`config.mk`:
```
export PLATFORM = sky130hd
export DESIGN_NAME = serial_date_to_calendar_time
export DESIGN_NICKNAME = d
export VERILOG_FILES = /design/src/design/sdct_pkg.sv /design/src/design/sdct_days.sv /design/src/design/serial_date_to_calendar_time.sv
export SDC_FILE = /design/constraint.sdc
export NUM_CORES = 2
export LEC_CHECK = 0
export BUFFER_PORTS_ARGS = -buffer_cell sky130_fd_sc_hd__buf_2
export CAP_MARGIN = 20
export CORE_MARGIN = 4
export CORE_UTILIZATION = 50
export CTS_BUF_LIST = sky130_fd_sc_hd__clkbuf_16
export DETAILED_ROUTE_END_ITERATION = 12
export PLACE_DENSITY = 0.66
export SLEW_MARGIN = 10
export SYNTH_ARGS = -nofsm -noshare
export SYNTH_HDL_FRONTEND = slang
export SYNTH_SLANG_ARGS = --single-unit
export TNS_END_PERCENT = 1
```
`constraint.sdc`:
```
create_clock -name clock -period 62.9 [get_ports clock]
set_input_delay 12.58 -clock clock [delete_from_list [all_inputs] [get_ports clock]]
set_output_delay 12.58 -clock clock [all_outputs]
set_load 0.03 [all_outputs]
```
`src/design/sdct_pkg.sv`:
```
// sdct_pkg: shared widths, status codes and pipeline depth for the
// serial date to calendar time converter. No dependencies.
package sdct_pkg;

   localparam int IN_W     = 55;   // serial value width, two's complement
   localparam int DAYS_W   = 22;   // whole days, covers 0 .. 2958465
   localparam int STATUS_W = 2;
   localparam int YEAR_W   = 14;
   localparam int MONTH_W  = 4;
   localparam int DAY_W    = 5;
   localparam int HOUR_W   = 5;
   localparam int MIN_W    = 6;
   localparam int SEC_W    = 6;

   // register stages from the whole-day input of sdct_days to its outputs
   localparam int DATE_LAT = 10;

   typedef enum logic [STATUS_W-1:0] {
      ST_OK    = 2'd0,
      ST_EARLY = 2'd1,
      ST_LATE  = 2'd2
   } status_type;

   typedef struct packed {
      logic [HOUR_W-1:0] hour;
      logic [MIN_W-1:0]  minute;
      logic [SEC_W-1:0]  second;
   } clock_time_type;

endpackage

```
`src/design/sdct_days.sv`:
```
// sdct_days: pipelined day count to proleptic Gregorian year, month, day.
// Uses sdct_pkg. Ten register stages, advanced together by advance.
module sdct_days import sdct_pkg::*; (
   input  logic                clock,
   input  logic                advance,
   input  logic [DAYS_W-1:0]   days,
   output logic [YEAR_W-1:0]   year,
   output logic [MONTH_W-1:0]  month,
   output logic [DAY_W-1:0]    day
);

   localparam int DOE_W = 18;   // day of 400-year era, 0 .. 146096
   localparam int ERA_W = 5;
   localparam int YOE_W = 9;    // year of era, 0 .. 399
   localparam int DOY_W = 9;    // day of March-based year, 0 .. 365
   localparam int MP_W  = 4;
   localparam int NUM_W = 11;   // 5 * doy + 2

   localparam logic [63:0] EPOCH_SHIFT = 64'd693899;   // 0000-03-01 to 1899-12-30
   localparam logic [63:0] ERA_DAYS    = 64'd146097;
   localparam int          ERA_K       = 40;
   localparam int          SMALL_K     = 36;

   // rounded-up reciprocals: exact while operand * divisor < 2^K
   localparam logic [63:0] ERA_RECIP  = ((64'd1 << ERA_K) + ERA_DAYS - 64'd1) / ERA_DAYS;
   localparam logic [63:0] R1460      = ((64'd1 << SMALL_K) + 64'd1459) / 64'd1460;
   localparam logic [63:0] R36524     = ((64'd1 << SMALL_K) + 64'd36523) / 64'd36524;
   localparam logic [63:0] R146096    = ((64'd1 << SMALL_K) + 64'd146095) / 64'd146096;
   localparam logic [63:0] R365       = ((64'd1 << SMALL_K) + 64'd364) / 64'd365;
   localparam logic [63:0] R100       = ((64'd1 << SMALL_K) + 64'd99) / 64'd100;
   localparam logic [63:0] R153       = ((64'd1 << SMALL_K) + 64'd152) / 64'd153;

   // first day of each March-based month: (153 * mp + 2) / 5
   function automatic logic [DOY_W-1:0] month_start(input logic [MP_W-1:0] mp);
      logic [DOY_W-1:0] r;
      case (mp)
         4'd0:    r = 9'd0;
         4'd1:    r = 9'd31;
         4'd2:    r = 9'd61;
         4'd3:    r = 9'd92;
         4'd4:    r = 9'd122;
         4'd5:    r = 9'd153;
         4'd6:    r = 9'd184;
         4'd7:    r = 9'd214;
         4'd8:    r = 9'd245;
         4'd9:    r = 9'd275;
         4'd10:   r = 9'd306;
         4'd11:   r = 9'd337;
         default: r = 9'd0;
      endcase
      return r;
   endfunction

   logic [DAYS_W-1:0]  z1_ff, z2_ff, z_in;
   logic [ERA_W-1:0]   era2_ff, era3_ff, era4_ff, era5_ff, era6_ff, era7_ff, era8_ff, era9_ff;
   logic [ERA_W-1:0]   era_in;
   logic [DOE_W-1:0]   doe3_ff, doe4_ff, doe5_ff, doe6_ff, doe7_ff, doe_in;
   logic [6:0]         q1_ff, q1_in;
   logic [2:0]         q2_ff, q2_in;
   logic               q3_ff, q3_in;
   logic [DOE_W-1:0]   t5_ff, t_in;
   logic [YOE_W-1:0]   yoe6_ff, yoe7_ff, yoe8_ff, yoe9_ff, yoe_in;
   logic [1:0]         c7_ff, c_in;
   logic [DOY_W-1:0]   doy8_ff, doy9_ff, doy_in;
   logic [MP_W-1:0]    mp9_ff, mp_in;
   logic [YEAR_W-1:0]  year_ff, year_in;
   logic [MONTH_W-1:0] month_ff, month_in;
   logic [DAY_W-1:0]   day_ff, day_in;

   logic [63:0]        era_prod, q1_prod, q2_prod, q3_prod, yoe_prod, c_prod, mp_prod;
   logic [DOE_W-1:0]   year_base;
   logic [NUM_W-1:0]   mp_num;

   always_comb begin
      z_in     = DAYS_W'(64'(days) + EPOCH_SHIFT);

      era_prod = 64'(z1_ff) * ERA_RECIP;
      era_in   = era_prod[ERA_K +: ERA_W];

      doe_in   = DOE_W'(z2_ff - DAYS_W'(DAYS_W'(era2_ff) * DAYS_W'(ERA_DAYS)));

      q1_prod  = 64'(doe3_ff) * R1460;
      q2_prod  = 64'(doe3_ff) * R36524;
      q3_prod  = 64'(doe3_ff) * R146096;
      q1_in    = q1_prod[SMALL_K +: 7];
      q2_in    = q2_prod[SMALL_K +: 3];
      q3_in    = q3_prod[SMALL_K];

      // leap-day correction before the divide by 365
      t_in     = DOE_W'(doe4_ff - DOE_W'(q1_ff) + DOE_W'(q2_ff) - DOE_W'(q3_ff));

      yoe_prod = 64'(t5_ff) * R365;
      yoe_in   = yoe_prod[SMALL_K +: YOE_W];

      c_prod   = 64'(yoe6_ff) * R100;
      c_in     = c_prod[SMALL_K +: 2];

      year_base = DOE_W'(DOE_W'(yoe7_ff) * DOE_W'(365)) + DOE_W'(yoe7_ff[YOE_W-1:2])
                  - DOE_W'(c7_ff);
      doy_in   = DOY_W'(doe7_ff - year_base);

      mp_num   = NUM_W'(NUM_W'(doy8_ff) * NUM_W'(5)) + NUM_W'(2);
      mp_prod  = 64'(mp_num) * R153;
      mp_in    = mp_prod[SMALL_K +: MP_W];

      // March-based month back to January-based; Jan and Feb belong to next year
      month_in = (mp9_ff < 4'd10) ? MONTH_W'(mp9_ff + 4'd3) : MONTH_W'(mp9_ff - 4'd9);
      year_in  = YEAR_W'(yoe9_ff) + YEAR_W'(YEAR_W'(era9_ff) * YEAR_W'(400))
                 + YEAR_W'(month_in <= 4'd2);
      day_in   = DAY_W'(doy9_ff - month_start(mp9_ff) + 9'd1);
   end

   always_ff @(posedge clock) begin
      if (advance) begin
         z1_ff    <= z_in;
         era2_ff  <= era_in;
         z2_ff    <= z1_ff;
         doe3_ff  <= doe_in;
         era3_ff  <= era2_ff;
         q1_ff    <= q1_in;
         q2_ff    <= q2_in;
         q3_ff    <= q3_in;
         doe4_ff  <= doe3_ff;
         era4_ff  <= era3_ff;
         t5_ff    <= t_in;
         doe5_ff  <= doe4_ff;
         era5_ff  <= era4_ff;
         yoe6_ff  <= yoe_in;
         doe6_ff  <= doe5_ff;
         era6_ff  <= era5_ff;
         c7_ff    <= c_in;
         yoe7_ff  <= yoe6_ff;
         doe7_ff  <= doe6_ff;
         era7_ff  <= era6_ff;
         doy8_ff  <= doy_in;
         yoe8_ff  <= yoe7_ff;
         era8_ff  <= era7_ff;
         mp9_ff   <= mp_in;
         doy9_ff  <= doy8_ff;
         yoe9_ff  <= yoe8_ff;
         era9_ff  <= era8_ff;
         year_ff  <= year_in;
         month_ff <= month_in;
         day_ff   <= day_in;
      end
   end

   assign year  = year_ff;
   assign month = month_ff;
   assign day   = day_ff;

endmodule

```
`src/design/serial_date_to_calendar_time.sv`:
```
// serial_date_to_calendar_time: top level, day count with fraction to
// calendar date and rounded time of day. Uses sdct_pkg and sdct_days.
//
//   channel | direction | handshake             | payload
//   req     | in        | req_valid / req_stall | req_serial_value (55b signed)
//   rsp     | out       | rsp_valid / rsp_stall | rsp_status, rsp_year .. rsp_second
//
// One item per cycle while no held result stalls the pipe; rsp_valid rises once
// the item has passed the input stage and the ten stages of the date
// datapath, which set the depth; the time path is shorter and is padded
// to match.
// Synchronous active-high reset clears only the stage valid bits.
// A held result freezes the whole pipe: req_stall rises while rsp_valid is
// high and rsp_stall is high, so nothing is dropped or repeated.
module serial_date_to_calendar_time import sdct_pkg::*; #(
   parameter int FRAC_BITS = 32
) (
   input  logic                  clock,
   input  logic                  reset,
   input  logic                  req_valid,
   output logic                  req_stall,
   input  logic signed [IN_W-1:0] req_serial_value,
   output logic                  rsp_valid,
   input  logic                  rsp_stall,
   output logic [STATUS_W-1:0]   rsp_status,
   output logic [YEAR_W-1:0]     rsp_year,
   output logic [MONTH_W-1:0]    rsp_month,
   output logic [DAY_W-1:0]      rsp_day,
   output logic [HOUR_W-1:0]     rsp_hour,
   output logic [MIN_W-1:0]      rsp_minute,
   output logic [SEC_W-1:0]      rsp_second
);

   // fraction * 86400 = fraction * 675 * 2^7, so the 2^7 folds into the shift
   localparam int          PROD_W      = FRAC_BITS + 10;
   localparam int          SECS_W      = 17;
   localparam int          SEC_SHIFT   = FRAC_BITS - 7;
   localparam int          MT_W        = 11;            // minutes of day, 0 .. 1439
   localparam logic [63:0] DAY_LIMIT   = 64'd2958466;   // 10000-01-01
   localparam logic [SECS_W-1:0] SECS_PER_DAY = 17'd86400;
   localparam logic [PROD_W-1:0] SEC_SCALE    = PROD_W'(675);
   localparam logic [PROD_W-1:0] HALF_SEC     = PROD_W'(1) << (FRAC_BITS - 8);
   // divide by 60 via reciprocal; exact for operands below 86400
   localparam int          DIV60_K     = 23;
   localparam logic [63:0] DIV60_RECIP = ((64'd1 << DIV60_K) + 64'd59) / 64'd60;
   localparam int          TIME_LAT    = 4;
   localparam int          PAD         = DATE_LAT - TIME_LAT;

   logic                   advance;

   // valid bits, one per stage; stage 0 is the input register
   logic [DATE_LAT:0]      vld_ff;
   status_type             status_ff [0:DATE_LAT];
   status_type             status_in;

   // input stage
   logic [63:0]            whole;
   logic [DAYS_W-1:0]      days_a_ff, days_in;
   logic [PROD_W-1:0]      fprod_a_ff, fprod_in;

   // time of day path
   logic [PROD_W-1:0]      rounded;
   logic [SECS_W-1:0]      secs_raw;
   logic [SECS_W-1:0]      secs1_ff, secs2_ff, secs_in;
   logic [63:0]            mt_prod, hour_prod;
   logic [MT_W-1:0]        mt2_ff, mt3_ff, mt_in;
   logic [HOUR_W-1:0]      hour3_ff, hour_in;
   logic [SEC_W-1:0]       sec3_ff, sec_in;
   logic [MIN_W-1:0]       minute_in;
   clock_time_type         tm_ff [0:PAD];
   clock_time_type         tm_in;

   logic [YEAR_W-1:0]      date_year;
   logic [MONTH_W-1:0]     date_month;
   logic [DAY_W-1:0]       date_day;
   logic                   out_ok;

   // whole pipe moves unless a finished item sits at the output and is held
   assign advance   = !(vld_ff[DATE_LAT] && rsp_stall);
   assign req_stall = !advance;
   assign rsp_valid = vld_ff[DATE_LAT];

   // classify on the raw input: sign bit first, then the whole-day limit
   always_comb begin
      whole    = 64'(req_serial_value[IN_W-1:FRAC_BITS]);
      days_in  = whole[DAYS_W-1:0];
      fprod_in = PROD_W'(req_serial_value[FRAC_BITS-1:0]) * SEC_SCALE;
      if (req_serial_value[IN_W-1]) begin
         status_in = ST_EARLY;
      end else if (whole >= DAY_LIMIT) begin
         status_in = ST_LATE;
      end else begin
         status_in = ST_OK;
      end
   end

   // seconds of day, round half up; a full 86400 wraps to midnight of the
   // same date (the date is not carried)
   always_comb begin
      rounded   = fprod_a_ff + HALF_SEC;
      secs_raw  = rounded[PROD_W-1:SEC_SHIFT];
      secs_in   = (secs_raw >= SECS_PER_DAY) ? '0 : secs_raw;

      mt_prod   = 64'(secs1_ff) * DIV60_RECIP;
      mt_in     = mt_prod[DIV60_K +: MT_W];

      sec_in    = SEC_W'(secs2_ff - SECS_W'(SECS_W'(mt2_ff) * SECS_W'(60)));
      hour_prod = 64'(mt2_ff) * DIV60_RECIP;
      hour_in   = hour_prod[DIV60_K +: HOUR_W];

      minute_in = MIN_W'(mt3_ff - MT_W'(MT_W'(hour3_ff) * MT_W'(60)));
      tm_in     = '{hour: hour3_ff, minute: minute_in, second: sec3_ff};
   end

   always_ff @(posedge clock) begin
      if (reset) begin
         vld_ff <= '0;
      end else if (advance) begin
         vld_ff <= {vld_ff[DATE_LAT-1:0], req_valid};
      end
   end

   always_ff @(posedge clock) begin
      if (advance) begin
         days_a_ff    <= days_in;
         fprod_a_ff   <= fprod_in;
         status_ff[0] <= status_in;
         for (int i = 1; i <= DATE_LAT; i++) begin
            status_ff[i] <= status_ff[i-1];
         end
         secs1_ff     <= secs_in;
         secs2_ff     <= secs1_ff;
         mt2_ff       <= mt_in;
         mt3_ff       <= mt2_ff;
         hour3_ff     <= hour_in;
         sec3_ff      <= sec_in;
         tm_ff[0]     <= tm_in;
         for (int i = 1; i <= PAD; i++) begin
            tm_ff[i] <= tm_ff[i-1];
         end
      end
   end

   sdct_days u_days (
      .clock   (clock),
      .advance (advance),
      .days    (days_a_ff),
      .year    (date_year),
      .month   (date_month),
      .day     (date_day)
   );

   // null result: every field but status reads zero
   assign out_ok     = (status_ff[DATE_LAT] == ST_OK);
   assign rsp_status = status_ff[DATE_LAT];
   assign rsp_year   = out_ok ? date_year  : '0;
   assign rsp_month  = out_ok ? date_month : '0;
   assign rsp_day    = out_ok ? date_day   : '0;
   assign rsp_hour   = out_ok ? tm_ff[PAD].hour   : '0;
   assign rsp_minute = out_ok ? tm_ff[PAD].minute : '0;
   assign rsp_second = out_ok ? tm_ff[PAD].second : '0;

   a_freeze_on_hold: assert property (@(posedge clock) disable iff (reset)
      !advance |=> $stable(vld_ff))
      else $error("pipeline valid bits moved while output was held");

   a_date_range: assert property (@(posedge clock) disable iff (reset)
      (rsp_valid && rsp_status == ST_OK) |->
         (rsp_month >= 4'd1 && rsp_month <= 4'd12 && rsp_day >= 5'd1 && rsp_day <= 5'd31
          && rsp_year >= 14'd1899 && rsp_year <= 14'd9999))
      else $error("calendar date out of range on a valid result");

   a_null_fields: assert property (@(posedge clock) disable iff (reset)
      (rsp_valid && rsp_status != ST_OK) |->
         (rsp_year == '0 && rsp_month == '0 && rsp_day == '0
          && rsp_hour == '0 && rsp_minute == '0 && rsp_second == '0))
      else $error("null result carries nonzero fields");

   a_time_range: assert property (@(posedge clock) disable iff (reset)
      rsp_valid |-> (rsp_hour <= 5'd23 && rsp_minute <= 6'd59 && rsp_second <= 6'd59))
      else $error("time of day out of range");

endmodule
```
== Word level (Yosys, flattened, before mapping) ==
Memory sizes are Yosys's and may differ from the RTL's. A register that Yosys moved wholly into a read port is not among the register bits.
Index checks and enable logic that the tools add are counted.

* Reductions and logical operators: 2
* Bitwise gates (word level): 0
* Divide/modulo/power cells: 0
* Add/subtract/negate cells: 18
* Shift operators: 0
* Muxes and demuxes: 11
* Multiply operators: 16
* Magnitude comparators: 4
* Equality and inequality tests: 0

{| class="wikitable"
|+ Operator list
! cell !! count
|-
| 18-bit by 26-bit multiplier with 43-bit output, second input constant || 2
|-
| 22-bit by 22-bit multiplier with 44-bit output, second input constant || 1
|-
| 42-bit by 25-bit adder with 42-bit output, second input constant || 1
|-
| 32-bit by 10-bit multiplier with 42-bit output, second input constant || 1
|-
| 11-bit by 29-bit multiplier with 40-bit output, second input constant || 1
|-
| 18-bit by 21-bit multiplier with 39-bit output, second input constant || 1
|-
| 18-bit by 19-bit multiplier with 37-bit output, second input constant || 1
|-
| 17-bit by 18-bit multiplier with 34-bit output, second input constant || 1
|-
| 9-bit by 26-bit multiplier with 34-bit output, second input constant || 1
|-
| 11-bit by 18-bit multiplier with 28-bit output, second input constant || 1
|-
| 23-bit by 22-bit >= comparator with 1-bit output, second input constant || 1
|-
| 22-bit by 20-bit adder with 22-bit output, second input constant || 1
|-
| 18-bit by 3-bit adder with 18-bit output || 1
|-
| 5-bit by 18-bit multiplier with 18-bit output, second input constant || 1
|-
| 18-bit by 1-bit subtractor with 18-bit output || 1
|-
| 18-bit subtractor || 1
|-
| 18-bit by 7-bit subtractor with 18-bit output || 1
|-
| 17-bit >= comparator, second input constant || 1
|-
| 14-bit by 1-bit adder with 14-bit output || 1
|-
| 9-bit by 14-bit adder with 14-bit output || 1
|-
| 14-bit two-way mux || 1
|-
| 4-bit two-way mux || 3
|-
| 6-bit two-way mux || 2
|-
| 6-bit subtractor || 2
|-
| 20 further kinds || 22
|}

* Bits in writable memories: 141
* Bits in latches: 0
* Memories kept: 3
* Flip-flop bits (word level): 377
* Memory bits (read-only): 144
* Input port bits: 59
* Word-level logic and storage cells: 93
* Output and inout bits: 44

{| class="wikitable"
|+ Memory list
! name !! depth !! width !! rd ports !! clocked after memory_dff !! write ports !! line !! source
|-
| (name not given) || 16 || 9 || 1 || 1 || 0 || sdct_days.sv:36 || <nowiki>case (mp)</nowiki>
|-
| tm_ff || 7 || 17 || 7 || 0 || 7 || serial_date_to_calendar_time.sv:70 || <nowiki>clock_time_type tm_ff [0:PAD];</nowiki>
|-
| status_ff || 11 || 2 || 11 || 0 || 11 || serial_date_to_calendar_time.sv:53 || <nowiki>status_type status_ff [0:DATE_LAT];</nowiki>
|}

== Depth between registers and ports, before layout ==
* Depth after elaboration: 4
* Mapped depth: 33
* Gate-level depth less buffers: 33

== Modules after synthesis ==
Synthesis repeated with hierarchy kept, for this count alone.

* Cell total of the unflattened synthesis: 5733
* Area, all modules: 66064.6 um^2

{| class="wikitable"
|+ By module, submodules not included
! module !! instances !! cells each !! sequential area each (um^2) !! area an instance (um^2)
|-
| sdct_days || 1 || 4295 || 7637.3 || 48325.1
|-
| serial_date_to_calendar_time || 1 || 1438 || 7186.9 || 17739.5
|}

== Least setup slack after synthesis ==
No wires, ideal clock.

* Path kind: input to register
* Start point: in rsp_stall
* End point: reg (tool-made name)
* Data arrival time: 28.526 ns
* Path buffers: 1
* Data required time: 62.783 ns
* Stages on the path: 7
* Setup time: 0.117 ns
* Slack: 34.257 ns
* Cell sequence: nand2_1 > clkbuf_1 > mux2i_1 > ha_1 > inv_1 > mux2i_1 > a22o_1

{| class="wikitable"
|+ RTL lines
! item !! line !! source
|-
| from (decl) || serial_date_to_calendar_time.sv:24 || <nowiki>input logic rsp_stall,</nowiki>
|}

== Worst setup path in the final report ==
* Start point: in rsp_stall
* End point: out req_stall

* Longest elaborated chain between the ends: 1

{| class="wikitable"
|+ Ends and longest elaborated chain
! item !! line !! source
|-
| 1-bit logical AND || serial_date_to_calendar_time.sv:79 || <nowiki>assign advance = !(vld_ff[DATE_LAT] && rsp_stall);</nowiki>
|-
| to (decl) || serial_date_to_calendar_time.sv:21 || <nowiki>output logic req_stall,</nowiki>
|}

Every way passes these cells.

==> impl_results.md <==
* DIE WIDTH at 371 um
* Post-CTS setup buffers at 0
* Drt wl/cell at 17.5 um
* CTS Buf Count at 54
* DP HPWL at 116 mm
* Antenna diodes at 0
* Skew-Pair Late Insertion Delay at 0.66 ns
* I/O Pins at 103
* Die ar. at 0.137 mm2
* Most common cell on crit path: buf_2
* Final hold vios at 0
* Largest net degree at the start of global routing at 159
* Setup TNS at 0 ns
* CP endpoint kind: output port
* Dominant cell type by area after synthesis: fa_1
* Setup Skew at 0.0488 ns
* Post-synth EDFFs at 483
* Final std cells w/o fill at 7709
* Setup violators final at 0
* Mapped Cells at 5768
* Count of different cell masters after synthesis at 75
* Yosys top cell area share at 29.6%
* Relative slew slack at 22.8%
* CTS tree: yes
* Slew Limit Fails at 0
* Cells resized by post-CTS repair at 0
* Cell Chain, Critical Path: buf_2 > nand2_4 > inv_1 > buf_2
* CP max stage delay at 0.63 ns
* Tightest Pin Transition at about 1.1 ns
* # clock sinks at 499
* Total global routing overflow at 0
* # port buffers at 102
* Worst path top cell family by delay: buffers and inverters
* Area delta synth->final at 7.09%
* Die Ht at 371 um
* Sequential fraction of the synthesis area at 22.5%
* Ys async rst share at 0%
* Ys Warns at 0
* First-pass GRT wire length at 225 mm
* Number of global-route vias before repair at 42700
* Final Cycle Share at 42.6%
* Clock transition at path regs at 0.06 ns
* Avg Vias per Cell at 5.13
* Initial Util at 50.6%
* Final Cell Area at 0.0705 mm2
* Unrepaired setup endpoints after global routing: no
* Crit path required time at 50.32 ns
* Antenna Violating Nets Remaining at 0
* Mapped Nets at 8177
* Placed Instances at 7607
* Max Buffers Root-to-Sink at 3
* All-Layer GR Usage at 20.7%
* Fraction of layout cells with a size suffix above 1 at 4.14%
* 1st-iter DRT viols at 1702
* Type of the tightest min-delay check: reg2reg
* #FFs+latches synth at between 400 and 500
* Post-CTS Hold Buffers at 0
* Fin crit period at 26.79 ns
* Syn avg cell area at 11.4 um2
* Worst-path fanout max at 73
* Initial antenna violation count at 2
* Worst Path Buf+Inv at 3
* Row Count at 132
* Worst setup path class: in2out
* Synth Flop Type: edfxtp_1
* Setup ws final at 36.11 ns
* Number of max-cap violations at 0
* Vias at 39600
* Routability-driven placement congestion ratio at approximately 0.93
* Status: finished clean
* Max Clock Freq at ~37 MHz
* Synth area leaders: fa_1 (30%), ha_1 (26%), edfxtp_1 (22%), inv_1 (9.1%), xnor2_1 (2.1%)
* Core Area at 0.130 mm2
* Worst slack at placement at 36.08 ns
* Dpl cell area at 0.0685 mm2
* H-tree depth at 2
* DRT Pass-1 Iters at 7
* Worst setup SP type: primary input
* Mapped Area at ~0.066 mm2
* Final #Nets at 8330
* Root Buffer: clkbuf_16
* Drt drc at 0
* Final WL at 135 mm
* Crit-path slowest cell: nand2_4
* Arr. time, crit path at 14.21 ns
cell type report:
cell class	instances	area, um2
Fill cell	11300	59700
Multi-Input combinational cell	3661	44900
Sequential cell	499	14800
Inverter	1591	5970
Tap cell	1742	2180
Clock buffer	54	1350
Timing Repair Buffer	114	613
Clock inverter	48	579
metal layers:
layer  up-vias  wire length [um]  GRT usage, %
met1     19700             60400          28.2
met4         2              2870          4.18
met3       179              5820          2.74
met2       666             66200          35.5
li1      19000                 -             -
met5         -                13             0
sequential cells by signal, summed over array words and instances, names as in the netlist, 11 cells and up, named ones only:
name / cells
u_days.z1_ff: 22
days_a_ff: 22
u_days.z2_ff: 18
fprod_a_ff: 18
mt2_ff: 11
u_days.year: 14
u_days.doe3_ff: 18
secs1_ff: 17
u_days.doe4_ff: 18
vld_ff: 11
u_days.t5_ff: 18
status_ff: 22
tm_ff: 119
per-stage QoR:
| step | util (%) | hold slack [ns] |
|---|---|---|
| after global placement | 52.7 | 0.400 |
| after global routing | 54.1 | 0.398 |
| after detailed placement | 52.7 | 0.405 |
| final | 54.1 | 0.396 |
| after CTS | 54.1 | 0.391 |
| after floorplan | - | 0.400 |
worst paths after layout:
kind / from / end / slack [ns] / cells after the start
worst min-delay path: tm_ff[1][12] / tm_ff[2][12] / 0.40 / 0
worst min register to register: tm_ff[1][12] / tm_ff[2][12] / 0.40 / 0
worst max-delay path: rsp_stall / req_stall / 36.11 / 4
worst max register to register: u_days.doy8_ff[1] / flop / 54.51 / 31
synthesized netlist by cell type (all sizes together) (5+ instances only):
master	n
a2111oi	9
a211o	9
a211oi	21
a21boi	8
a21o	94
a21oi	157
a221oi	5
a31o	5
a31oi	15
and2	52
and3	19
and4	5
buf	5
clkbuf	12
dfxtp	16
edfxtp	483
fa	972
ha	1378
inv	1591
nand2	117
nand2b	11
nand3	51
nand4	33
nor2	142
nor2b	19
nor3	47
nor3b	5
nor4	10
o2111ai	5
o211ai	14
o21a	40
o21ai	91
o21bai	18
o31ai	14
or2	21
or3	9
xnor2	157
xor2	48
kinds of logic (layout without fill, tap and decap cells):
logic type / after synthesis / after routing / synth area share (%)
flip-flops: 499 / 499 / 22.5
AO/OA/AOI/OAI: 551 / 551 / 5.52
AND/OR/NAND/NOR: 548 / 548 / 4.14
multiplexers: 7 / 7 / 0.112
XOR/XNOR: 205 / 205 / 2.73
adder cells (fa/ha/maj): 2350 / 2350 / 55.8
buffers and inverters: 1608 / 1807 / 9.19
cells in the final DEF (no fill, tap or decap), types with 9 or more instances in the layout:
cell type	instances
inv_1	1593
ha_1	1378
fa_1	972
edfxtp_1	483
a21oi_1	157
xnor2_1	157
nor2_1	141
nand2_1	116
buf_2	102
a21o_1	93
o21ai_0	90
clkbuf_16	54
nand3_1	51
and2_1	51
xor2_1	48
nor3_1	46
o21a_1	40
nand4_1	33
a211oi_1	21
or2_2	21
nor2b_1	19
o21bai_1	18
dfxtp_1	16
a31oi_1	15
and3_1	15
o211ai_1	14
o31ai_1	14
nand2b_1	11
clkinv_1	11
buf_4	11
a211o_1	9
nor4_1	9
clkinv_2	9
bufinv_16	9
Power is not shown: default switching activity piles up to over one toggle a cycle in this logic, so the estimate is an artifact.
